[src/rtl/mwcm_pkg.sv]
// Shared constants, types and clamp helpers for the mesh warp coordinate mapper.
package mwcm_pkg;

  localparam int MAX_MESH_SIDE  = 16;
  localparam int MIN_MESH_SIDE  = 2;
  localparam int FRAC_BITS      = 8;
  localparam int MAX_IMAGE_SIDE = 4096;
  localparam int COORD_BIAS     = 8192;

  localparam int SIDE_W   = 5;
  localparam int IMG_W    = 13;
  localparam int PIX_W    = 12;
  localparam int COORD_W  = 14;
  localparam int PT_W     = 2 * COORD_W;
  localparam int IDX_W    = 8;
  localparam int TABLE_DEPTH = 2 ** IDX_W;
  localparam int OUT_W    = 22;
  localparam int UV_W     = 16;
  localparam int SX_W     = PIX_W + SIDE_W;
  localparam int DIV_W    = SX_W + UV_W;
  localparam int BASE_W   = SX_W + SIDE_W + 1;
  localparam int WT_W     = 2 * UV_W + 1;
  localparam int PROD_W   = WT_W + COORD_W;
  localparam int ACC_W    = PROD_W + 2;
  localparam int SHIFT    = 2 * UV_W - FRAC_BITS;
  localparam int OUT_LOW  = -2097152;
  localparam int OUT_HIGH = 2096896;

  localparam int QUEUE_DEPTH = 4;
  localparam int QPTR_W      = $clog2(QUEUE_DEPTH);

  localparam int CFG_ADDR_W = 2;
  localparam int CFG_DATA_W = IMG_W;
  localparam logic [CFG_ADDR_W-1:0] REG_MESH_COLS    = 2'd0;
  localparam logic [CFG_ADDR_W-1:0] REG_MESH_ROWS    = 2'd1;
  localparam logic [CFG_ADDR_W-1:0] REG_IMAGE_WIDTH  = 2'd2;
  localparam logic [CFG_ADDR_W-1:0] REG_IMAGE_HEIGHT = 2'd3;

  // carried alongside the divider
  typedef struct packed {
    logic             is_map;
    logic [IDX_W-1:0] idx;
    logic [PT_W-1:0]  pt;     // {y, x}
  } item_t;

  // queue entry from the front end
  typedef struct packed {
    item_t           item;
    logic [SX_W-1:0] sx;
    logic [SX_W-1:0] sy;
  } entry_t;

  function automatic logic [SIDE_W-1:0] clamp_side(input logic [SIDE_W-1:0] v);
    logic [SIDE_W-1:0] r;
    r = v;
    if (int'(v) < MIN_MESH_SIDE) r = SIDE_W'(MIN_MESH_SIDE);
    else if (int'(v) > MAX_MESH_SIDE) r = SIDE_W'(MAX_MESH_SIDE);
    return r;
  endfunction

  function automatic logic [IMG_W-1:0] clamp_img(input logic [IMG_W-1:0] v);
    logic [IMG_W-1:0] r;
    r = v;
    if (v == '0) r = IMG_W'(1);
    else if (int'(v) > MAX_IMAGE_SIDE) r = IMG_W'(MAX_IMAGE_SIDE);
    return r;
  endfunction

endpackage

[src/rtl/mwcm_queue.sv]
// Short queue between the front end and the mapping pipeline.
module mwcm_queue import mwcm_pkg::*; (
  input  logic   clk,
  input  logic   rst_n,
  input  logic   push,
  input  entry_t push_data,
  output logic   not_full,
  input  logic   pop,
  output logic   not_empty,
  output entry_t pop_data
);

  entry_t            slot_r [QUEUE_DEPTH];
  logic [QPTR_W-1:0] head_r;
  logic [QPTR_W-1:0] tail_r;
  logic [QPTR_W:0]   count_r;

  assign not_full  = (count_r != (QPTR_W+1)'(QUEUE_DEPTH));
  assign not_empty = (count_r != '0);
  assign pop_data  = slot_r[head_r];

  always_ff @(posedge clk) begin
    if (push) slot_r[tail_r] <= push_data;
  end

  always_ff @(posedge clk) begin
    if (!rst_n) begin
      head_r  <= '0;
      tail_r  <= '0;
      count_r <= '0;
    end else begin
      if (push) tail_r <= tail_r + QPTR_W'(1);
      if (pop)  head_r <= head_r + QPTR_W'(1);
      if (push && !pop)      count_r <= count_r + (QPTR_W+1)'(1);
      else if (!push && pop) count_r <= count_r - (QPTR_W+1)'(1);
    end
  end

endmodule

[config.mk]
export PLATFORM = sky130hd
export DESIGN_NAME = mwcm_queue
export DESIGN_NICKNAME = d
export VERILOG_FILES = /design/src/rtl/mwcm_pkg.sv /design/src/rtl/mwcm_queue.sv
export SDC_FILE = /design/constraint.sdc
export NUM_CORES = 1
export LEC_CHECK = 0
export BUFFER_PORTS_ARGS = -buffer_cell sky130_fd_sc_hd__clkbuf_2
export CAP_MARGIN = 10
export CORE_MARGIN = 3
export CORE_UTILIZATION = 60
export DETAILED_ROUTE_END_ITERATION = 6
export PLACE_DENSITY = 0.83
export SLEW_MARGIN = 20
export SYNTH_ARGS = -nofsm -noshare
export SYNTH_HDL_FRONTEND = slang
export SYNTH_SLANG_ARGS = --single-unit
[constraint.sdc]
create_clock -name clk -period 5.65 [get_ports clk]
set_clock_uncertainty 0.15 [all_clocks]
set_input_delay 0.565 -clock clk [delete_from_list [all_inputs] [get_ports clk]]
set_output_delay 0.565 -clock clk [all_outputs]
set_load 0.05 [all_outputs]
Word-level counts from Yosys, hierarchy flattened. Memory sizes are Yosys's and may differ from the RTL's. A register that Yosys moved wholly into a read port is not among the register bits. Cells that the tools add are included.

Register bits: 7. Bits in latches: 0. RAM bits: 284. Memory bits (read-only): 0. Bits of input ports: 75. Output and inout bits: 73. Memories: 1.

$add $sub $neg: 4. Multiply operators: 0. Divide/modulo/power cells: 0. Magnitude comparators: 0. Eq/ne operators: 1. Shifts and indexed selects: 0. Muxes and demuxes: 6. Bitwise logic cells: 0. Reduce and logical (&&, ||, !) cells: 6.

Memories: slot_r (depth 4, width 71, rd ports 1, clocked after Yosys merged registers in 1, write ports 1, RTL line mwcm_queue.sv:13) `entry_t slot_r [QUEUE_DEPTH];`.

Operators by type and width (count): 3-bit two-way mux (2); 2-bit by 1-bit adder with 2-bit output, second input constant (2); 2-bit two-way mux (2); 3-bit by 1-bit adder with 3-bit output, second input constant (1); 3-bit inequality test, second input constant (1); 3-bit nonzero test (1); 3-bit by 1-bit subtractor with 3-bit output, second input constant (1); 1-bit logical AND (2); 1-bit zero test (2); 1-bit two-way mux (2); 2-bit nonzero test (1).

Depth between registers and ports, before layout.
Depth in word-level cells: 4. Gate-level depth with buffers: 7.

Worst setup path before layout. No wires, ideal clock.

Path kind: input-to-reg. From: input push. To: memory slot_r[0][0] (netlist bit), enable pin. Setup time: 0.437 ns. Arrival time: 2.228 ns. Data required time: 5.063 ns. Slack: 2.836 ns. Cell stages on the path: 1. Cell sequence: and2_1.

Word-level cells in the longest chain between the ends: 2.

RTL lines: start: declaration (RTL line mwcm_queue.sv:5) `input logic push,`; 1-bit two-way mux (RTL line mwcm_queue.sv:23) `if (push) slot_r[tail_r] <= push_data;`; 1-bit two-way mux (not written as such) (RTL line mwcm_queue.sv:23); end: declaration (RTL line mwcm_queue.sv:13).

Every way passes these cells.

==> key figures <==
Run status
  – Status: complete, no violations

Critical path
  – Worst path max stage delay: about 0.61 ns
  – CP Depth: 3
  – CP required: 4.93 ns
  – Crit path max fanout: 22
  – Buf/Inv on CP: 2
  – Critical R2R Launch: tail_r[0]
  – Top Family by Delay on Critical Path: buffers and inverters
  – CP startpoint kind: flop
  – Crit-path cells: buf_4 -> mux4_2 -> clkbuf_2
  – Worst Setup End Kind: primary output
  – CP arrival: 2.48 ns
  – R2r endpoint: slot_r[2][67]
  – WS Path Type: reg2out
  – Worst reg-to-reg path cell count: 3
  – CP max stage cell: dfxtp_4
  – R2r setup slk: roughly 3.6 ns

Synth
  – Netlist cell types: 21
  – Synth Area in XOR/XNOR: 0.407%
  – Post-synthesis adder-cell area fraction: less than 1%
  – Synthesized area: ~0.011 sq mm
  – Mux contribution to synthesized area: between 10% and 20%
  – Cells after Synth: 415
  – Post-synth EDFFs: ~280
  – Ys Warns: 0
  – Syn Nets: between 400 and 500
  – Top-count cell post-synth: edfxtp_1
  – Main combinational cell family by area after synthesis: multiplexers
  – Top cells by count, synth: edfxtp_1 (284), mux4_2 (70), and2_1 (9), dfxtp_1 (9)
  – Area share of and/or/nand/nor cells after synthesis: 0.860%
  – Sequential cell area fraction in the yosys report: between 80% and 90%
  – Compound-Gate Fraction of Synth Area: 0.116%
  – Post-Syn Area per Cell: between 20 and 30 sq um
  – Synth top area cells: edfxtp_1 (79%), mux4_2 (15%), dfxtp_1 (1.7%)
  – FF+latch count, synth: just under 300
  – Post-synthesis async set-or-reset flop share: 0%
  – Commonest register cell after synthesis: edfxtp_1
  – Post-synth top area share: between 70 and 80%
  – Yosys top cell by area: edfxtp_1

Drt
  – Drt first pass iters: 4
  – Drt total wl: 18.5 mm
  – Post-route ant nets: 0
  – Iter 0 DRT Violations: between 300 and 400
  – Via/cell ratio: between 5 and 6
  – Via count: just under 5000
  – # DRC: 0
  – Routed len/inst: approximately 22 um

Pwr
  – Power Dens Cells: approximately 400 mW/mm^2
  – Overall power: 4.96 mW
  – Worst vdd rail ir drop: 267 uV
  – Pleak: 4.26 nW

Min path
  – Hold Crit Endpoint: slot_r[1][66]
  – Hold depth: 1
  – Hold_sp: push_data[66]
  – Hold/Removal Path Class: in2reg

Clock network
  – CTS H-tree lvls: 1
  – Postcts setup bufs: 0
  – CTS root buf: clkbuf_16
  – Clock Tree Buf Depth: 3
  – CTS resizes: 0
  – Reg clk slew, reported paths: around 0.060 ns
  – Post-CTS Hold Buffers: 0
  – Clock sink total: just under 300
  – Worst-Skew Late Latency: between 0.5 and 0.6 ns
  – CTS tree: yes
  – Inserted Clock Buffers: 28

Floorplan
  – Die W: roughly 140 um
  – Core Region: 0.0174 sq mm
  – Chip Height: roughly 140 um
  – Full die area: slightly below 0.02 sq mm
  – Ports: approximately 150
  – Row count: 48
  – Starting Density: between 60% and 70%

Run
  – Max-cap viol count: 0

GRT
  – Number of global-route vias before repair: just over 5000
  – Grt ovf: 0
  – Largest net degree at the start of global routing: approximately 70
  – Initial antenna violation count: 0
  – First-pass GRT wire length: 29.4 mm
  – Gr usage total: between 10% and 20%

Timing
  – Period minus WS final: roughly 3.2 ns
  – Setup TNS: 0 ns
  – Max-slew violations: 0
  – Hold Fails Final Rpt: 0
  – Slew headroom: between 20% and 30%
  – Unrepaired setup endpoints after global routing: false
  – Finish-stage setup viols: 0
  – Max frequency: approximately 310 MHz
  – Final period util: a little under three fifths
  – Worst slew pin tran: about 1.1 ns

Place
  – PortBufs: 147
  – Detail Placement HPWL: 11.0 mm
  – Placer Congestion: between 0.7 and 0.8

Layout
  – Nets: around 660
  – Share of cells above drive strength 1: approximately 45%
  – Fin util: between 70 and 80%
  – Area grow syn2layout: 16.3%
  – N_diodes: 0
## per-stage QoR
step           setup WS (ns)  instance area (sq um)  hold slack (ns)  cells
6_report                2.46                  12500            0.108    825
4_1_cts                 1.86                  12500           0.0913    824
3_5_place_dp            2.42                  11600            0.421    772
5_1_grt                 2.27                  12500           0.0944    825
2_1_floorplan           2.84                  10800            0.322    415
3_3_place_gp            2.47                  11600            0.336    772
## logic make-up after synthesis
kind of cell / count (synthesis)
DFF: 293
muxes: 73
buffers and inverters: 20
and+or+nand+nor: 16
adders and majority gates: 6
xor gates and xnor gates: 5
AOI/OAI and AO/OA: 2
## final cells by class
class | count | area (sq um)
Timing Repair Buffer | 149 | 771
Sequential cell | 293 | 8720
Tap cell | 225 | 282
Inverter | 4 | 15.0
Multi-Input combinational cell | 102 | 1860
Clock buffer | 35 | 748
Clock inverter | 17 | 123
Fill cell | 1031 | 4900
## worst max-delay path by stage
| stage | startpoint | slack (ns) | end |
|---|---|---|---|
| floorplan | push | 2.84 | slot_r[0][0] |
| global placement | flop | 2.47 | pop_data[68] |
| detailed placement | flop | 2.42 | pop_data[8] |
| CTS | flop | 1.86 | pop_data[8] |
| global route | flop | 2.27 | pop_data[8] |
| finish | flop | 2.46 | pop_data[15] |
## routing by layer
layer  part of all wire (%)  global-route usage [%]
met2                     51                    31.6
met4                    1.6                    4.33
met5                      0                       0
met1                     41                    27.9
met3                    6.6                    4.06
## power by group
part	internal (mW)	total (mW)	switching, mW
registers	2.50	2.55	0.0542
logic	0.205	0.673	0.468
clock network	0.989	1.73	0.744
## sequential cells by signal, summed over array words and instances (netlist names), named ones only
signal	cells
tail_r	2
slot_r	284
count_r	3
head_r	2
## layout by cell type, fill, tap and decap left out
master	count
inv_1	4
buf_16	1
and2_4	4
clkbuf_1	6
clkinvlp_4	3
xor2_1	3
nand2_1	2
inv_8	1
nor2_1	1
bufinv_16	1
mux4_2	70
clkbuf_2	147
ha_1	5
buf_4	1
edfxtp_1	284
clkinv_2	7
fa_1	1
mux4_1	1
mux2i_1	2
or3_1	2
clkinv_4	1
clkinv_1	4
clkbuf_16	29
and2_1	5
a21boi_0	1
nor2b_1	2
dfxtp_1	7
dfxtp_4	2
xnor2_1	2
o21ai_0	1
No activity file was read; power rests on OpenSTA's default activity.
