**config.mk**
```make
export PLATFORM = sky130hd
export DESIGN_NAME = mwcm_front
export DESIGN_NICKNAME = d
export VERILOG_FILES = /design/src/rtl/mwcm_pkg.sv /design/src/rtl/mwcm_front.sv
export SDC_FILE = /design/constraint.sdc
export NUM_CORES = 1
export LEC_CHECK = 0
export BUFFER_PORTS_ARGS = -buffer_cell sky130_fd_sc_hd__buf_2
export CAP_MARGIN = 10
export CORE_ASPECT_RATIO = 0.9
export CORE_MARGIN = 2
export CORE_UTILIZATION = 30
export DETAILED_ROUTE_END_ITERATION = 16
export GPL_TIMING_DRIVEN = 1
export PLACE_DENSITY = 0.52
export SLEW_MARGIN = 20
export SYNTH_ARGS = -nofsm -noshare
export SYNTH_HDL_FRONTEND = slang
export SYNTH_SLANG_ARGS = --single-unit
```
**constraint.sdc**
```tcl
create_clock -name vclk -period 12.6
set_input_delay 3.78 -clock vclk [all_inputs]
set_output_delay 3.78 -clock vclk [all_outputs]
set_load 0.02 [all_outputs]
```
**src/rtl/mwcm_pkg.sv**
```systemverilog
// Shared constants, types and clamp helpers for the mesh warp coordinate mapper.
package mwcm_pkg;

  localparam int MAX_MESH_SIDE  = 16;
  localparam int MIN_MESH_SIDE  = 2;
  localparam int FRAC_BITS      = 8;
  localparam int MAX_IMAGE_SIDE = 4096;
  localparam int COORD_BIAS     = 8192;

  localparam int SIDE_W   = 5;
  localparam int IMG_W    = 13;
  localparam int PIX_W    = 12;
  localparam int COORD_W  = 14;
  localparam int PT_W     = 2 * COORD_W;
  localparam int IDX_W    = 8;
  localparam int TABLE_DEPTH = 2 ** IDX_W;
  localparam int OUT_W    = 22;
  localparam int UV_W     = 16;
  localparam int SX_W     = PIX_W + SIDE_W;
  localparam int DIV_W    = SX_W + UV_W;
  localparam int BASE_W   = SX_W + SIDE_W + 1;
  localparam int WT_W     = 2 * UV_W + 1;
  localparam int PROD_W   = WT_W + COORD_W;
  localparam int ACC_W    = PROD_W + 2;
  localparam int SHIFT    = 2 * UV_W - FRAC_BITS;
  localparam int OUT_LOW  = -2097152;
  localparam int OUT_HIGH = 2096896;

  localparam int QUEUE_DEPTH = 4;
  localparam int QPTR_W      = $clog2(QUEUE_DEPTH);

  localparam int CFG_ADDR_W = 2;
  localparam int CFG_DATA_W = IMG_W;
  localparam logic [CFG_ADDR_W-1:0] REG_MESH_COLS    = 2'd0;
  localparam logic [CFG_ADDR_W-1:0] REG_MESH_ROWS    = 2'd1;
  localparam logic [CFG_ADDR_W-1:0] REG_IMAGE_WIDTH  = 2'd2;
  localparam logic [CFG_ADDR_W-1:0] REG_IMAGE_HEIGHT = 2'd3;

  // carried alongside the divider
  typedef struct packed {
    logic             is_map;
    logic [IDX_W-1:0] idx;
    logic [PT_W-1:0]  pt;     // {y, x}
  } item_t;

  // queue entry from the front end
  typedef struct packed {
    item_t           item;
    logic [SX_W-1:0] sx;
    logic [SX_W-1:0] sy;
  } entry_t;

  function automatic logic [SIDE_W-1:0] clamp_side(input logic [SIDE_W-1:0] v);
    logic [SIDE_W-1:0] r;
    r = v;
    if (int'(v) < MIN_MESH_SIDE) r = SIDE_W'(MIN_MESH_SIDE);
    else if (int'(v) > MAX_MESH_SIDE) r = SIDE_W'(MAX_MESH_SIDE);
    return r;
  endfunction

  function automatic logic [IMG_W-1:0] clamp_img(input logic [IMG_W-1:0] v);
    logic [IMG_W-1:0] r;
    r = v;
    if (v == '0) r = IMG_W'(1);
    else if (int'(v) > MAX_IMAGE_SIDE) r = IMG_W'(MAX_IMAGE_SIDE);
    return r;
  endfunction

endpackage

```
**src/rtl/mwcm_front.sv**
```systemverilog
// Front end: classifies an input item and, for map items, scales the pixel position by the mesh size less one.
module mwcm_front import mwcm_pkg::*; (
  input  logic               mode,
  input  logic [IDX_W-1:0]   point_index,
  input  logic [COORD_W-1:0] point_x,
  input  logic [COORD_W-1:0] point_y,
  input  logic [PIX_W-1:0]   pixel_x,
  input  logic [PIX_W-1:0]   pixel_y,
  input  logic [SIDE_W-1:0]  mesh_cols,
  input  logic [SIDE_W-1:0]  mesh_rows,
  output entry_t             entry
);

  logic [SIDE_W-1:0] cols_m1;
  logic [SIDE_W-1:0] rows_m1;

  assign cols_m1 = clamp_side(mesh_cols) - SIDE_W'(1);
  assign rows_m1 = clamp_side(mesh_rows) - SIDE_W'(1);

  always_comb begin
    entry.item.is_map = mode;
    entry.item.idx    = point_index;
    entry.item.pt     = {point_y, point_x};
    entry.sx = mode ? SX_W'(SX_W'(pixel_x) * SX_W'(cols_m1)) : '0;
    entry.sy = mode ? SX_W'(SX_W'(pixel_y) * SX_W'(rows_m1)) : '0;
  end

endmodule

```
* Word level (Yosys, flattened, before mapping)
Cells that the tools add are included.
** Word-level totals
- Bits in registers :: 0
- Output and inout port bits :: 71
- Input port bits :: 71
** Operators by class
- Muxes and demuxes :: 6
- $lt $le $gt $ge :: 4
- Multipliers :: 2
- Add/subtract/negate cells :: 2
** Operators by type and width (number)
- multiplier 12 x 5 -> 17 bit :: 2
- two-way mux 17 bit :: 2
- two-way mux 5 bit :: 4
- > comparator 5 bit, second input constant :: 2
- < comparator 5 x 2 -> 1 bit, second input constant :: 2
- subtractor 5 x 1 -> 5 bit, second input constant :: 2

* Logic depth before layout (Yosys ltp)
Gate-level depths: netlist of the first run.
- Word-level depth :: 6
- Mapped depth :: 20
- Gate-level depth less buffers :: 18

* Worst setup path before layout of the first run
Ideal clock, no wire load.
- Kind :: input port to output port
- Start point :: in mesh_rows[1]
- End point :: out entry[16] (netlist bit)
- Cell stages on the path :: 17
- Setup slack :: 0.260 ns
- Data required time :: 8.820 ns
- Path buffers :: 2
- Arrival :: 8.560 ns
- Path through :: o311ai_0 buf_2 ha_1 mux2i_1 clkbuf_1 nor2b_1 fa_1 fa_1 inv_1 fa_1 inv_1 ha_1 a21oi_1 o22ai_1 a221o_1 a31oi_2 mux2i_1
** RTL lines
- from (decl) :: RTL line mwcm_front.sv:10 : input logic [SIDE_W-1:0] mesh_rows,
- to (decl) :: RTL line mwcm_front.sv:11 : output entry_t entry

==> results of run 1 <==
## how the worst max path moves through the flow
stage | startpoint | to | cells after the start
after detailed placement | mesh_cols[2] | entry[30] | 19
after global placement | mesh_rows[2] | entry[16] | 18
after global routing | mesh_cols[2] | entry[30] | 19
after CTS | mesh_cols[2] | entry[30] | 19
final | mesh_cols[2] | entry[30] | 19
after floorplan | mesh_rows[1] | entry[16] | 17
## metrics by stage
stage	area, um^2	hold slack (ns)	cells	total power [mW]	setup WS (ns)
2_1_floorplan	4520	7.67	573	0.595	0.260
6_report	4830	7.56	797	0.746	0.367
5_1_grt	4830	7.56	797	0.853	0.0529
3_3_place_gp	4830	7.56	797	0.749	0.471
4_1_cts	4830	7.56	797	0.758	0.329
3_5_place_dp	4830	7.56	797	0.754	0.354
## synthesized netlist by cell type (6+ instances only)
master	n
nand2_1	42
buf_4	37
mux2i_1	10
fa_1	60
and2_1	9
inv_1	98
nand2b_1	27
ha_1	52
o21ai_0	6
nor3_1	15
a21o_1	13
nor2_1	19
nor2b_1	83
clkbuf_1	10
a21oi_1	17
xor2_1	6
## final cells by class
type | instances | area (um^2) | area share, %
repair buffers | 78 | 410 | 8.50
multi-input cells | 423 | 3800 | 78.7
well taps | 198 | 248 | 5.13
inverters | 98 | 368 | 7.62
## cell families after synthesis
kind of cell / count (synthesis)
xor gates and xnor gates: 10
adders and majority gates: 112
and+or+nand+nor: 218
AOI/OAI and AO/OA: 73
buffers and inverters: 150
muxes: 10
## per-layer routing
layer  wire [um]  global-route usage (%)  part of all wire, %  vias up
met4         121                    1.33                  1.2        0
met2        4380                    20.2                   44       63
li1            -                       -                    -     1846
met5           0                       0                    0        -
met3         418                    1.05                  4.2       20
met1        4970                    19.5                   50     1835
## power by group
| group | switching, mW | internal [mW] | total, mW |
|---|---|---|---|
| Combinational | 0.455 | 0.291 | 0.746 |
| Clock | 0 | 0 | 0 |
| Sequential | 0 | 0 | 0 |
| Total | 0.455 | 0.291 | 0.746 |
==> out/qor.yml, run 1 <==
die:
  die_h_um: 120
  initial_utilization_pct: 30.7
  die_w_um: 133
  pin_count: 142
  row_count: 42
  die_area_um2: 16100
  core_area_um2: 14700
yosys:
  synth_top_family_by_area: "adder cells"
  synth_compound_area_share_pct: 12.0
  syn_area_um2: 4520
  synth_fa_ha_area_share_pct: 41.0
  synth_top_area_share_pct: 26.6
  avgSynthCellArea_um2: 7.88
  synth_cell_types: 52
  yosysWarnings: 0
  syn_nets: 756
  synthMuxAreaShare_pct: 2.22
  ys_seq_area_share_pct: 0
  synth-xor-area-share_pct: 1.94
  yosys.area.top_type: "fa_1"
  syn_inst: 573
  synth.area.top_cells: "fa_1 (27%), ha_1 (14%), nor2b_1 (11%), inv_1 (8.1%), buf_4 (6.2%)"
  yosys.area_share.simple_pct: 27.0
clocking:
  ctsResizeCount: 0
  post_cts_buffers: 0
  cts_hold_buffers: 0
route:
  drc_errors: 0
  route.vias.total: 3764
  wire_per_inst_um: 12.4
  drtAntennaViolNets: 0
  vias_per_cell: 4.72
  drt_first_iter_violations: 111
  drt_pass1_iterations: 4
  wl_mm: 9.89
placed_design:
  dp_hpwl_mm: 8.55
  place.gp.congestion: 0.822
  port_buffers: 70
worst_setup_path:
  arrival_ns: 8.45
  path_delay_family: "adder cells"
  crit_fanout: 12
  cpMaxStageDelayCell: "fa_1"
  crit_chain: "buf_2 > o311ai_1 > ha_1 > and3_1 > a21oi_1 > buf_4 > nor2b_1 > fa_1 > fa_1 > inv_1 > fa_1 > inv_1 > ha_1 > a21o_1 > a21oi_2 > a21oi_1 > a311oi_2 > mux2i_1 > buf_2"
  cp_common_cell: "fa_1"
  critical_path_buf_inv_count: 5
  cp-start-kind: "input port"
  required_ns: 8.82
  critical_path_class: "input port to output pin"
  end_kind: "output pin"
  cpPeakStageDelay_ns: 0.55
grt:
  grt_pass1_wl_mm: 17.7
  grt_overflow_total: 0
  grt_pass1_vias: 3690
  antenna_found_initial: 0
  grt_use_total_pct: 12.7
  grt_max_degree: 27
sta:
  period_share_pct: 97.1
  slew_headroom_pct: 51.6
  max_freq_mhz: 81.7
  tightest_slew_ns: 0.725
  fin_setup_tns_ns: 0
  timing.final.hold_violations: 0
  setup_violations: 0
  final_max_slew_viol_count: 0
  rsz0062_at_grt: "no"
  post-route-min-period_ns: 12.23
final_layout:
  regArea_um2: 0
  nFlopsAndLatches: 0
  final_util_pct: 32.8
  layout.nets: 784
  antennaDiodeCount: 0
  layout_commonest_cell: "inv_1"
  clock_buffers: 0
  fillers: 1580
  drive_gt1_share_pct: 16.2
  area_delta_synth_final_pct: 6.90
  layout_common_cells: "inv_1 (98), nor2b_1 (83), buf_2 (70), fa_1 (60), ha_1 (52)"
run:
  cap_violations: 0
power:
  leakage_nw: 2.55
  ir_worst_vdd_mv: 0.0446
  powerDensity_nw_per_um2: 154
status:
  status: "finished, final reports clean"
min_path:
  min_to: "entry[43]"
  hold_depth: 0
  worstHoldPathType: "input port to output pin"
  min_from: "point_x[9]"
Power figures use the tool's default switching activity.
==> run 2, diff against run 1 <==
--- a/config.mk
+++ b/config.mk
@@ -12,7 +12,7 @@
 export CORE_UTILIZATION = 30
 export DETAILED_ROUTE_END_ITERATION = 16
 export GPL_TIMING_DRIVEN = 1
-export PLACE_DENSITY = 0.52
+export PLACE_DENSITY = 0.54
 export SLEW_MARGIN = 20
 export SYNTH_ARGS = -nofsm -noshare
 export SYNTH_HDL_FRONTEND = slang
==> constraint.sdc (replaced) <==
create_clock -name vclk -period 10.4
set_input_delay 3.12 -clock vclk [all_inputs]
set_output_delay 3.12 -clock vclk [all_outputs]
set_load 0.02 [all_outputs]
==> run 2 against run 1 <==
  * The flow now finishes with violations (setup timing)
  * Worst setup slack worse by 0.39 ns
  * Largest power group unchanged
  * Final cell count up 11%
  * Combinational power grew 97%
  * Utilization increased by 9.9 points
  * Design area up 30%
  * Sequential share of layout area did not move
  * Routed wire length is 15% higher
  * Worst hold slack got worse by 1.3 ns
  * Via count grew 10%
  * Non-clock buffer count grew 84
  * Total power grew 97%
==> out/qor.yml, run 2 (synthesized netlist as in run 1, its figures left out) <==
route:
  vias_per_cell: 4.70  # -0.52%
  route.vias.total: 4139  # +10%
  wire_per_inst_um: 12.9  # +3.9%
  wl_mm: 11.4  # +15%
  drt_pass1_iterations: 4  # unchanged
  drc_errors: 0  # unchanged
  drt_first_iter_violations: 147  # +32%
  drtAntennaViolNets: 0  # unchanged
final_layout:
  layout_commonest_cell: "buf_4"
  area_delta_synth_final_pct: 39.3
  fillers: 1492  # -5.6%
  drive_gt1_share_pct: 41.1  # +25 points
  antennaDiodeCount: 0  # unchanged
  regArea_um2: 0  # unchanged
  layout_common_cells: "buf_4 (96), inv_1 (82), nor2b_1 (67), fa_1 (58), buf_2 (48)"
  fin_area_um2: 6290  # +30%
  multi_input_comb_area_um2: 4490  # +18%
  nFlopsAndLatches: 0  # unchanged
  clock_buffers: 0  # unchanged
  layout.nets: 868  # +11%
grt:
  grt_max_degree: 27  # unchanged
  antenna_found_initial: 0  # unchanged
  grt_overflow_total: 0  # unchanged
  grt_use_total_pct: 14.2  # +1.5 points
  grt_pass1_wl_mm: 19.6  # +11%
  grt_pass1_vias: 4179  # +13%
die:
  die_area_um2: 16100  # unchanged
  initial_utilization_pct: 30.7  # unchanged
  die_w_um: 133  # unchanged
  core_area_um2: 14700  # unchanged
  die_h_um: 120  # unchanged
  row_count: 42  # unchanged
  pin_count: 142  # unchanged
worst_setup_path:
  cp-start-kind: "input port"
  cpMaxStageDelayCell: "fa_1"
  required_ns: 7.28  # -1.54 ns
  cpPeakStageDelay_ns: 0.54  # about the same
  path_delay_family: "adder cells"
  arrival_ns: 7.30  # -1.15 ns
  critical_path_class: "input port to output pin"
  crit_fanout: 5  # -7
  critical_path_buf_inv_count: 7  # +2
  end_kind: "output pin"
  crit_chain: "buf_8 > o311ai_4 > ha_4 > buf_6 > xnor2_4 > buf_6 > nor2b_4 > fa_2 > fa_1 > inv_1 > fa_1 > inv_1 > ha_4 > buf_4 > a21o_1 > o211ai_1 > o211a_1 > mux2i_2 > buf_4"
sta:
  slew_headroom_pct: 46.5  # -5.1 points
  rsz0062_at_grt: "yes"
  setup_ws_ns: -0.0202  # -0.387 ns
  max_freq_mhz: 96.0
  tightest_slew_ns: 0.801  # +0.0764 ns
  final_max_slew_viol_count: 0  # unchanged
  setup_violations: 4  # +4
  period_share_pct: 100
  timing.final.hold_violations: 0  # unchanged
  post-route-min-period_ns: 10.42
placed_design:
  place_ws_ns: -0.341  # -0.695 ns
  port_buffers: 70  # unchanged
  dp_hpwl_mm: 9.42  # +10%
  place.gp.congestion: 0.808  # -1.7%
  placed_cell_area_um2: 5510  # +14%
run:
  cap_violations: 0  # unchanged
power:
  leakage_nw: 3.05  # +19%
  ir_worst_vdd_mv: 0.102  # +130%
  powerDensity_nw_per_um2: 234  # +51%
status:
  status: "finished with violations"
  violations: "setup timing"
min_path:
  worstHoldPathType: "input port to output pin"
clocking:
  cts_hold_buffers: 0  # unchanged
run 2: cell count changes in the layout (fill, tap and decap cells not counted), moves of 7 or more:
| cell | change |
|---|---|
| ha_4 | +16 |
| inv_2 | +15 |
| inv_1 | -16 |
| a21oi_1 | -8 |
| nor2b_2 | +11 |
| a21oi_4 | +7 |
| ha_1 | -18 |
| buf_4 | +88 |
| nor2b_1 | -16 |
| buf_6 | +15 |
| buf_2 | -22 |
run 2: final timing paths:
kind  slack (ns)  depth (start not counted)         to         start
min         6.24                          0  entry[39]    point_x[5]
max        -0.02                         19  entry[33]  mesh_cols[3]
run 2: cell type report:
class	instances	area share [%]
well taps	198	3.94
multi-input cells	423	71.4
inverters	98	5.89
repair buffers	162	18.8
run 2: stage by stage:
step	std cells	util (%)	TNS, ns	hold WS [ns]	power, mW
after detailed placement	865	37.4	-4.42	6.24	1.17
after CTS	871	40.7	-0.170	6.24	1.35
after global routing	881	42.7	-2.24	6.24	1.62
final	881	42.7	-0.0410	6.24	1.47
after floorplan	573	-	-0.0392	6.35	0.784
after global placement	865	37.4	-2.58	6.24	1.16
run 2: what timing repair did:
| action | in CTS | in global routing |
|---|---|---|
| endpoints found under the setup margin | 19 | 20 |
| cloned | 1 | 0 |
| hold endpoints to repair | 0 | 0 |
| setup buffers | 7 | 10 |
| pin swaps | 74 | 24 |
| gates resized for setup | 96 | 55 |
run 2: per-layer routing:
layer | GRT usage (%) | up-vias | share of wire, %
met5 | 0 | - | 0
met4 | 1.66 | 0 | 1.1
met3 | 0.503 | 30 | 3.1
met2 | 23.6 | 62 | 47
met1 | 21.1 | 2036 | 49
li1 | - | 2011 | -
run 2: where the power goes:
part | switching (mW) | internal (mW)
logic | 0.749 | 0.720
registers | 0 | 0
clock network | 0 | 0
